File: src/rtl/wts_pkg.sv
// ----------------------------------------------------------------------------
// wts_pkg
// Shared types and constants of the three-voice wavetable synthesizer:
// command codes, nibble register map, field widths and sequencer states.
// ----------------------------------------------------------------------------
package wts_pkg;

  // Field widths
  localparam int OPCODE_W  = 2;
  localparam int ADDR_W    = 9;
  localparam int DATA_W    = 8;
  localparam int SAMPLE_W  = 16;
  localparam int IN_DATA_W = 24;  // address and data, padded to whole bytes
  localparam int PHASE1_W  = 20;
  localparam int PHASE_W   = 16;
  localparam int NIB_W     = 4;
  localparam int ROM_AW    = 9;
  localparam int ROM_DEPTH = 512;
  localparam int REG_AW    = 5;

  // Command codes carried in tuser
  localparam logic [OPCODE_W-1:0] OP_TICK     = 2'd0;
  localparam logic [OPCODE_W-1:0] OP_WRITE    = 2'd1;
  localparam logic [OPCODE_W-1:0] OP_ROM_LOAD = 2'd2;

  // Nibble register map
  localparam logic [REG_AW-1:0] REG_V1_PHASE = 5'd0;
  localparam logic [REG_AW-1:0] REG_WAVE0    = 5'd5;
  localparam logic [REG_AW-1:0] REG_V2_PHASE = 5'd6;
  localparam logic [REG_AW-1:0] REG_WAVE1    = 5'd10;
  localparam logic [REG_AW-1:0] REG_V3_PHASE = 5'd11;
  localparam logic [REG_AW-1:0] REG_WAVE2    = 5'd15;
  localparam logic [REG_AW-1:0] REG_V1_STEP  = 5'd16;
  localparam logic [REG_AW-1:0] REG_VOL0     = 5'd21;
  localparam logic [REG_AW-1:0] REG_V2_STEP  = 5'd22;
  localparam logic [REG_AW-1:0] REG_VOL1     = 5'd26;
  localparam logic [REG_AW-1:0] REG_V3_STEP  = 5'd27;
  localparam logic [REG_AW-1:0] REG_VOL2     = 5'd31;

  // Voice indexes
  localparam logic [1:0] VOICE1 = 2'd0;
  localparam logic [1:0] VOICE2 = 2'd1;
  localparam logic [1:0] VOICE3 = 2'd2;

  // Sequencer states
  typedef enum logic [2:0] {
    ST_IDLE,
    ST_ADD,
    ST_READ,
    ST_MUL,
    ST_ACC,
    ST_DONE
  } state_t;

  // Replace one nibble of a 20-bit word; positions above four leave it as is
  function automatic logic [PHASE1_W-1:0] set_nibble(
    input logic [PHASE1_W-1:0] word,
    input logic [2:0]          pos,
    input logic [NIB_W-1:0]    nib
  );
    logic [PHASE1_W-1:0] res;
    res = word;
    for (int i = 0; i < PHASE1_W / NIB_W; i++) begin
      if (pos == 3'(i)) begin
        res[i*NIB_W +: NIB_W] = nib;
      end
    end
    return res;
  endfunction

endpackage

File: src/rtl/wavetable_three_voice_synth.sv
// ----------------------------------------------------------------------------
// wavetable_three_voice_synth
// Three-voice wavetable sound generator. Each transfer on the input stream
// carries a command in tuser: a nibble register write, a wave ROM load, or a
// sample tick. Writes and loads finish in the cycle they are taken and give
// no output. A tick advances all three phase accumulators and mixes one
// signed 16-bit sample onto the output stream. The voices are worked one
// after another through a single 20-bit adder, the wave ROM read port and a
// small level multiplier, each voice passing the add, read, multiply and
// accumulate states. A tick keeps the input stalled until its sample enters
// the output register, longer while the previous sample still waits there.
// The 512x4 wave ROM has no reset and must be loaded before the first tick.
// ----------------------------------------------------------------------------
module wavetable_three_voice_synth (
  input  logic                           clk,
  input  logic                           rst,
  input  logic                           s_axis_tvalid,
  output logic                           s_axis_tready,
  // [8:0] address, [16:9] data, [23:17] zero
  input  logic [wts_pkg::IN_DATA_W-1:0]  s_axis_tdata,
  // [1:0] opcode
  input  logic [wts_pkg::OPCODE_W-1:0]   s_axis_tuser,
  output logic                           m_axis_tvalid,
  input  logic                           m_axis_tready,
  // [15:0] sample
  output logic [wts_pkg::SAMPLE_W-1:0]   m_axis_tdata
);
  import wts_pkg::*;

  state_t state, state_next;

  logic                  in_xfer;
  logic [ADDR_W-1:0]     in_addr;
  logic [NIB_W-1:0]      in_nib;
  logic [REG_AW-1:0]     reg_a;
  logic                  reg_we;

  // Voice registers
  logic [PHASE1_W-1:0]   phase1, step1;
  logic [PHASE_W-1:0]    phase2, phase3, step2, step3;
  logic [NIB_W-1:0]      volume [3];
  logic [NIB_W-1:0]      wave   [3];

  // Sequencer datapath
  logic [1:0]            vidx;
  logic [ROM_AW-1:0]     rom_addr;
  logic [NIB_W-1:0]      rom_q;
  logic [NIB_W-1:0]      rom [ROM_DEPTH];
  logic signed [15:0]    term;
  logic signed [15:0]    acc;

  logic [PHASE1_W-1:0]   cur_phase, cur_step;
  logic [PHASE1_W-1:0]   add_a, add_b, add_sum;
  logic signed [4:0]     nib_s;
  logic signed [9:0]     level;
  logic signed [15:0]    level_w, term_next;
  logic                  out_load;

  assign in_xfer = s_axis_tvalid && s_axis_tready;
  assign in_addr = s_axis_tdata[ADDR_W-1:0];
  assign in_nib  = s_axis_tdata[ADDR_W +: NIB_W];
  assign reg_a   = in_addr[REG_AW-1:0];
  assign reg_we  = in_xfer && (s_axis_tuser == OP_WRITE) &&
                   (in_addr[ADDR_W-1:REG_AW] == '0);

  // Select the current voice's phase and step
  always_comb begin
    case (vidx)
      VOICE1: begin
        cur_phase = phase1;
        cur_step  = step1;
      end
      VOICE2: begin
        cur_phase = {4'b0, phase2};
        cur_step  = {4'b0, step2};
      end
      default: begin
        cur_phase = {4'b0, phase3};
        cur_step  = {4'b0, step3};
      end
    endcase
  end

  // Shared adder: phase advance, then sample accumulation
  always_comb begin
    case (state)
      ST_ADD: begin
        add_a = cur_phase;
        add_b = cur_step;
      end
      ST_ACC: begin
        add_a = {{4{acc[15]}}, acc};
        add_b = {{4{term[15]}}, term};
      end
      default: begin
        add_a = '0;
        add_b = '0;
      end
    endcase
    add_sum = add_a + add_b;
  end

  // Voice level: (nibble - 8) * volume * 68
  always_comb begin
    nib_s     = $signed({1'b0, rom_q}) - 5'sd8;
    level     = nib_s * $signed({1'b0, volume[vidx]});
    level_w   = {{6{level[9]}}, level};
    term_next = (level_w <<< 6) + (level_w <<< 2);
  end

  // State register
  always_ff @(posedge clk) begin
    if (rst) begin
      state <= ST_IDLE;
    end else begin
      state <= state_next;
    end
  end

  // Next state and handshake outputs
  always_comb begin
    state_next    = state;
    s_axis_tready = 1'b0;
    out_load      = 1'b0;
    case (state)
      ST_IDLE: begin
        s_axis_tready = 1'b1;
        if (s_axis_tvalid && (s_axis_tuser == OP_TICK)) begin
          state_next = ST_ADD;
        end
      end
      ST_ADD:  state_next = ST_READ;
      ST_READ: state_next = ST_MUL;
      ST_MUL:  state_next = ST_ACC;
      ST_ACC: begin
        state_next = (vidx == VOICE3) ? ST_DONE : ST_ADD;
      end
      ST_DONE: begin
        if (!m_axis_tvalid || m_axis_tready) begin
          out_load   = 1'b1;
          state_next = ST_IDLE;
        end
      end
      default: state_next = ST_IDLE;
    endcase
  end

  // Voice registers: nibble writes and phase advance
  always_ff @(posedge clk) begin
    if (rst) begin
      phase1 <= '0;
      phase2 <= '0;
      phase3 <= '0;
      step1  <= '0;
      step2  <= '0;
      step3  <= '0;
      for (int i = 0; i < 3; i++) begin
        volume[i] <= '0;
        wave[i]   <= '0;
      end
    end else if (reg_we) begin
      if (reg_a < REG_WAVE0) begin
        phase1 <= set_nibble(phase1, 3'(reg_a - REG_V1_PHASE), in_nib);
      end else if (reg_a == REG_WAVE0) begin
        wave[0] <= in_nib;
      end else if (reg_a < REG_WAVE1) begin
        phase2 <= PHASE_W'(set_nibble({4'b0, phase2}, 3'(reg_a - REG_V2_PHASE), in_nib));
      end else if (reg_a == REG_WAVE1) begin
        wave[1] <= in_nib;
      end else if (reg_a < REG_WAVE2) begin
        phase3 <= PHASE_W'(set_nibble({4'b0, phase3}, 3'(reg_a - REG_V3_PHASE), in_nib));
      end else if (reg_a == REG_WAVE2) begin
        wave[2] <= in_nib;
      end else if (reg_a < REG_VOL0) begin
        step1 <= set_nibble(step1, 3'(reg_a - REG_V1_STEP), in_nib);
      end else if (reg_a == REG_VOL0) begin
        volume[0] <= in_nib;
      end else if (reg_a < REG_VOL1) begin
        step2 <= PHASE_W'(set_nibble({4'b0, step2}, 3'(reg_a - REG_V2_STEP), in_nib));
      end else if (reg_a == REG_VOL1) begin
        volume[1] <= in_nib;
      end else if (reg_a < REG_VOL2) begin
        step3 <= PHASE_W'(set_nibble({4'b0, step3}, 3'(reg_a - REG_V3_STEP), in_nib));
      end else begin
        volume[2] <= in_nib;
      end
    end else if (state == ST_ADD) begin
      case (vidx)
        VOICE1:  phase1 <= add_sum;
        VOICE2:  phase2 <= add_sum[PHASE_W-1:0];
        default: phase3 <= add_sum[PHASE_W-1:0];
      endcase
    end
  end

  // Wave ROM: load port and registered read
  always_ff @(posedge clk) begin
    if (in_xfer && (s_axis_tuser == OP_ROM_LOAD)) begin
      rom[in_addr] <= in_nib;
    end
    if (state == ST_READ) begin
      rom_q <= rom[rom_addr];
    end
  end

  // Sequencer datapath: voice index, ROM address, level and accumulator
  always_ff @(posedge clk) begin
    if (rst) begin
      vidx <= VOICE1;
    end else begin
      case (state)
        ST_IDLE: begin
          vidx <= VOICE1;
          acc  <= '0;
        end
        ST_ADD: begin
          rom_addr <= (vidx == VOICE1) ? {wave[vidx], add_sum[19:15]}
                                       : {wave[vidx], add_sum[15:11]};
        end
        ST_MUL: term <= term_next;
        ST_ACC: begin
          acc <= add_sum[15:0];
          if (vidx != VOICE3) begin
            vidx <= vidx + 2'd1;
          end
        end
        default: ;
      endcase
    end
  end

  // Output register
  always_ff @(posedge clk) begin
    if (rst) begin
      m_axis_tvalid <= 1'b0;
    end else if (out_load) begin
      m_axis_tvalid <= 1'b1;
      m_axis_tdata  <= acc;
    end else if (m_axis_tready) begin
      m_axis_tvalid <= 1'b0;
    end
  end

`ifndef ASSERT_OFF
  // A tick starts the sequence at voice one
  a_tick_start: assert property (@(posedge clk) disable iff (rst)
    (in_xfer && (s_axis_tuser == OP_TICK)) |=> (state == ST_ADD && vidx == VOICE1))
    else $error("tick did not start the voice sequence");

  // Writes, loads and the unused opcode complete at once
  a_cmd_idle: assert property (@(posedge clk) disable iff (rst)
    (in_xfer && (s_axis_tuser != OP_TICK)) |=> (state == ST_IDLE))
    else $error("register or ROM command left the idle state");

  // A sample appears only after the last voice
  a_out_src: assert property (@(posedge clk) disable iff (rst)
    $rose(m_axis_tvalid) |-> ($past(state) == ST_DONE))
    else $error("sample presented outside the done state");

  // Voice index stays within three voices
  a_vidx: assert property (@(posedge clk) disable iff (rst)
    (vidx == VOICE1 || vidx == VOICE2 || vidx == VOICE3))
    else $error("voice index out of range");

  // Third voice's accumulation ends the sequence
  a_last_voice: assert property (@(posedge clk) disable iff (rst)
    (state == ST_ACC && vidx == VOICE3) |=> (state == ST_DONE))
    else $error("sequence did not end after the third voice");
`endif

endmodule

File: config.mk
export PLATFORM = sky130hd
export DESIGN_NAME = wavetable_three_voice_synth
export DESIGN_NICKNAME = d
export VERILOG_FILES = /design/src/rtl/wts_pkg.sv /design/src/rtl/wavetable_three_voice_synth.sv
export SDC_FILE = /design/constraint.sdc
export NUM_CORES = 2
export LEC_CHECK = 0
export BUFFER_PORTS_ARGS = -buffer_cell sky130_fd_sc_hd__buf_2
export CAP_MARGIN = 5
export CORE_MARGIN = 4
export CORE_UTILIZATION = 38
export DETAILED_ROUTE_END_ITERATION = 10
export GPL_ROUTABILITY_DRIVEN = 0
export SLEW_MARGIN = 10
export SYNTH_ARGS = -nofsm -noshare
export SYNTH_HDL_FRONTEND = slang
export SYNTH_SLANG_ARGS = --single-unit
File: constraint.sdc
create_clock -name clk -period 5.5 [get_ports clk]
set_input_delay 0.55 -clock clk [delete_from_list [all_inputs] [get_ports clk]]
set_output_delay 0.55 -clock clk [all_outputs]
set_load 0.05 [all_outputs]
# Word level (Yosys, flattened, before mapping)

Memories as Yosys holds them, arrays and structs flattened. A register that Yosys moved wholly into a read port is not among the register bits.
Index checks and enable logic that the tools add are counted.

Add/subtract/negate cells: 9
Multipliers: 1
Divide/modulo/power cells: 0
Magnitude comparators: 6
Eq/ne operators: 59
Shift operators: 0
Multiplexer cells: 119
Bitwise operators: 17
Reductions and logical operators: 55

Operators with widths:

| kind                                                                    | count |
|---|---|
| 16-bit 2-to-1 mux                                                       | 14 |
| 20-bit one-hot mux with 2 select lines                                  | 4 |
| 20-bit 2-to-1 mux                                                       | 4 |
| 4-bit 2-to-1 mux                                                        | 19 |
| 1-bit 2-to-1 mux                                                        | 68 |
| 13-bit AND reduction                                                    | 4 |
| 9-bit AND reduction                                                     | 5 |
| 11-bit AND reduction                                                    | 4 |
| 3-bit by 2-bit equality test with 1-bit output, second input constant   | 14 |
| 2-bit by 1-bit inequality test with 1-bit output, second input constant | 17 |
| 16-bit one-hot mux with 2 select lines                                  | 1 |
| 8-bit AND reduction                                                     | 4 |
| 6-bit AND reduction                                                     | 4 |
| 3-bit by 1-bit equality test with 1-bit output, second input constant   | 7 |
| 3-bit logical NOT                                                       | 7 |
| 20-bit adder                                                            | 1 |
| 4-bit AND reduction                                                     | 5 |
| 3-bit one-hot mux with 6 select lines                                   | 1 |
| 16-bit by 12-bit adder with 16-bit output                               | 1 |
| 2-bit inequality test, second input constant                            | 8 |
| 5-bit less-than comparator, second input constant                       | 3 |
| 3-bit equality test, second input constant                              | 4 |
| 2-bit AND reduction                                                     | 6 |
| 1-bit inverter                                                          | 11 |
| other kinds (25)                                                        | 50 |

Register bits after elaboration: 167
Latch bits: 0
Bits in writable memories: 2072
Memory bits (read-only): 0
Input bits: 30
Output and inout port bits: 18
Word-level logic and storage cells: 302
Memories: 3

Memory list:

| memory | depth | bits a word | read ports | clocked after Yosys merged registers in | wr ports | RTL line                          | source |
|---|---|---|---|---|---|---|---|
| rom    | 512   | 4           | 1          | 1                                       | 1        | wavetable_three_voice_synth.sv:48 | `logic [NIB_W-1:0] rom [ROM_DEPTH];` |
| volume | 3     | 4           | 1          | 1                                       | 3        | wavetable_three_voice_synth.sv:41 | `logic [NIB_W-1:0] volume [3];` |
| wave   | 3     | 4           | 1          | 1                                       | 3        | wavetable_three_voice_synth.sv:42 | `logic [NIB_W-1:0] wave [3];` |

# Depth between registers and ports, before layout

Depth after elaboration: 16
Mapped depth: 24
Depth with buffers taken out: 23

# Worst setup path before layout

OpenSTA, ideal clock, no wires.

Path type: flip-flop to flip-flop
From: register with a tool-made name
To: register term[14], data pin
Library setup time: 268 ps
Arrival: 4767 ps
Data required time: 5232 ps
Setup slack: 465 ps
Cell stages (with the launch flop): 24
Path buffers: 1
Clock period less this slack: 5035 ps
Path through: dfxtp_1 > clkbuf_1 > mux2i_1 > nor2_1 > a21oi_1 > or2_2 > inv_1 > ha_1 > fa_1 > inv_1 > fa_1 > inv_1 > ha_1 > nand3_1 > o2111ai_1 > xor2_1 > ha_1 > inv_1 > o21bai_1 > a21o_1 > or3_1 > a21oi_1 > mux2i_1 > xnor2_1

RTL lines:

| element              | RTL line                           | source |
|---|---|---|
| to (signal assigned) | wavetable_three_voice_synth.sv:220 | `ST_MUL: term <= term_next;` |
| to (decl)            | wavetable_three_voice_synth.sv:49  | `logic signed [15:0] term;` |

==> flow_metrics.py <==
metrics = {
    "status": {
        "status": "finished, final reports clean",
    },
    "timing": {
        "slew_violations": 0,
        "slew_headroom_pct": 21.8,
        "finalHoldViolations": 0,
        "tightest_slew_ns": 1.17,
        "fin_crit_ns": 5.18,
        "setup_viol": 0,
        "finalSetupTns_ns": 0,
        "skew_ns": 0.0337,
        "clock.fmax_ghz": 0.193,
        "fin_crit_sh_pct": 94.2,
    },
    "logic_synthesis": {
        "ys_seq_area_share_pct": 72.6,
        "ys.flop_type": "edfxtp_1",
        "yosys.area.top_type_share_pct": 70.2,
        "synth_area_sq_um": 91200,
        "syn_inst": 5215,
        "synth_most_common_cell": "edfxtp_1",
        "yosysTopAreaCell": "edfxtp_1",
        "synthTopCellsByCount": "2131 x edfxtp_1, 701 x nor2_1, 471 x mux4_2",
        "ys_top_cells_by_area": "edfxtp_1 70%, mux4_2 12%, nor2_1 2.9%, dfxtp_1 2.5%, nand2_1 1.5%",
        "yosys_warnings": 0,
        "avgSynthCellArea_sq_um": 17.5,
        "ys_seq_elements": 2243,
        "synth_nets": 5307,
        "synth-edff-count": 2131,
        "ys_types": 79,
        "async_reset_ff_share_pct": 0,
    },
    "clock_tree": {
        "cts_htree_levels": 4,
        "cts_buffers": 219,
        "clk-insertion-delay-late_ns": 0.85,
        "root_buffer": "clkbuf_16",
        "ctsLongestPathBuffers": 3,
        "numClockSinks": 2243,
        "path_clk_slew_ns": 0.06,
        "cts_tree": "built",
    },
    "detailed_routing": {
        "drt_iter0_drc": 5263,
        "drt_pass1_iterations": 8,
        "viasPerCell": 5.61,
        "num_vias": 48500,
        "drt_wl_total_mm": 226,
        "routed_wire_length_per_instance_um": 26.1,
        "ant_nets": 0,
        "drc": 0,
    },
    "cells_and_area": {
        "fin_nets": 5374,
        "multi_input_area_sq_um": 23200,
        "fin_util_pct": 43.0,
        "drive_gt1_share_pct": 19.2,
        "synthToLayoutAreaGrowth_pct": 12.4,
        "ff_latch_area_sq_um": 66200,
        "num-fill-cells": 20800,
    },
    "power": {
        "ir_drop_v": 0.000358,
        "power.density_nw_per_um2": 343,
        "leakage_nw": 32.0,
    },
    "setup_path": {
        "cp-start-kind": "register",
        "reg2reg_depth": 22,
        "cp.required_ns": 6.08,
        "crit_fanout": 4,
        "cp_slowest_cell": "fa_1",
        "crit_type": "register to register",
        "crit_family": "adder cells",
        "cp_cell_sequence": "mux2i_1 -> nor2_1 -> a21oi_2 -> or2_2 -> inv_1 -> ha_1 -> fa_1 -> inv_1 -> fa_1 -> inv_1 -> ha_1 -> nand3_1 -> o2111ai_1 -> xor2_1 -> ha_1 -> inv_1 -> o21bai_1 -> a21o_1 -> or3_1 -> a21oi_1 -> mux2i_1 -> xnor2_1",
        "worst-path-stages": 22,
        "r2r-end": "term[14]",
        "worst-path-buf-inv": 4,
        "arrival_ns": 5.76,
        "rrSetupSlack_ns": 0.32,
        "cpMostUsedCell": "inv_1",
        "endpoint_kind": "register",
        "cpPeakStageDelay_ns": 0.50,
    },
    "global_route": {
        "grt_pass1_wl_mm": 334,
        "gr-total-overflow": 0,
        "grt_max_degree": 221,
        "grt.total_usage_pct": 17.9,
        "antenna_found_initial": 13,
        "grt_pass1_vias": 49100,
    },
    "min_path": {
        "hold_path_depth": 2,
        "hold_class": "primary input to register",
        "hold_path.startpoint": "rst",
        "hold_path_end": "m_axis_tvalid",
    },
    "die": {
        "initial_utilization_pct": 38.3,
        "die_w_um": 498,
        "die_h_um": 498,
        "top_level_ports": 48,
        "die_area_sq_um": 248000,
        "coreArea_sq_um": 238000,
        "rows": 179,
    },
    "flow_run": {
        "maxCapViolations": 0,
    },
    "placement": {
        "post-dp-hpwl_mm": 137,
        "io_buffer_count": 36,
    },
}
-- layout make-up --
cell class | count | area share [%]
Timing Repair Buffer | 186 | 1.61
Clock buffer | 264 | 5.55
Antenna cell | 5 | 0.0122
Multi-Input combinational cell | 2591 | 22.6
Clock inverter | 148 | 1.54
Sequential cell | 2243 | 64.6
Inverter | 41 | 0.155
Tap cell | 3167 | 3.87
-- worst max-delay path by stage --
stage,from,to
3_5_place_dp,register,term[15]
3_3_place_gp,register,term[15]
6_report,register,term[14]
4_1_cts,register,term[15]
5_1_grt,register,term[14]
2_1_floorplan,register,term[14]
-- per-layer routing --
layer	part of all wire (%)	GRT usage (%)	wire [um]	up-vias
li1	-	-	-	20800
met1	43	26.1	97600	25300
met2	46	27.7	104000	2012
met3	8.2	3.58	18600	344
met4	2.5	4.92	5670	6
met5	0.018	0	41	-
-- where the power goes --
group          total, mW  internal [mW]  switching (mW)  leakage [nW]
Combinational       1.23          0.375           0.857          8.33
Sequential          18.7           18.7          0.0248          20.1
Clock               15.2           8.78            6.44          3.53
Total               35.2           27.9            7.32          32.0
-- stage by stage --
step	instances	setup slack, ns	instance area [sq um]	power (mW)	hold slack [ns]
floorplan	5215	0.465	91200	19.7	0.426
CTS	8638	0.0857	102000	35.4	0.103
global placement	8225	0.0740	95100	20.3	0.440
detailed placement	8225	0.118	95100	20.3	0.438
global route	8641	-0.0446	102000	36.3	0.138
finish	8645	0.321	102000	35.2	0.168
-- flip-flops by register name (all words and copies together), names as in the netlist, named ones only --
register	cells
rom	2048
vidx	2
volume	12
step3	16
term	14
acc	16
rom_q	4
phase1	20
phase2	16
rom_addr	9
wave	12
phase3	16
state	3
step1	20
m_axis_tvalid	1
m_axis_tdata	16
step2	16
-- cell usage in the layout (no fill, tap or decap), drive strengths merged, types with 11 or more instances in the layout --
cell type / count
a21o: 13
mux2: 22
a31oi: 50
mux2i: 89
edfxtp: 2131
nor3b: 11
o21ai: 166
o21bai: 11
buf: 185
nand3: 106
and2: 17
nor2: 706
a22o: 30
dfxtp: 112
a21oi: 101
bufinv: 30
xnor2: 24
nand2: 370
and3: 13
clkbuf: 264
clkinv: 98
inv: 52
mux4: 512
nor2b: 22
a211oi: 35
nand4: 15
nand2b: 11
a221oi: 12
nor3: 21
fa: 12
o22ai: 62
ha: 50
o221ai: 14
-- kinds of logic (layout without fill, tap and decap cells) --
| family | Yosys count | in the layout | share of synthesized area [%] |
|---|---|---|---|
| AOI/OAI and AO/OA | 548 | 548 | 3.79 |
| xor gates and xnor gates | 33 | 33 | 0.317 |
| adders and majority gates | 62 | 62 | 0.949 |
| buffers and inverters | 381 | 639 | 2.15 |
| DFF | 2243 | 2243 | 72.6 |
| muxes | 623 | 623 | 14.1 |
| other | 0 | 5 | 0 |
| and+or+nand+nor | 1325 | 1325 | 6.11 |
-- what timing repair did --
action | 4_1_cts | 5_1_grt
hold buffers | 1 | 0
buffers inserted | 0 | 2
setup endpoints to repair | 0 | 3
hold endpoints to repair | 1 | 0
gates resized for setup | 0 | 7
Power figures use the tool's default switching activity.
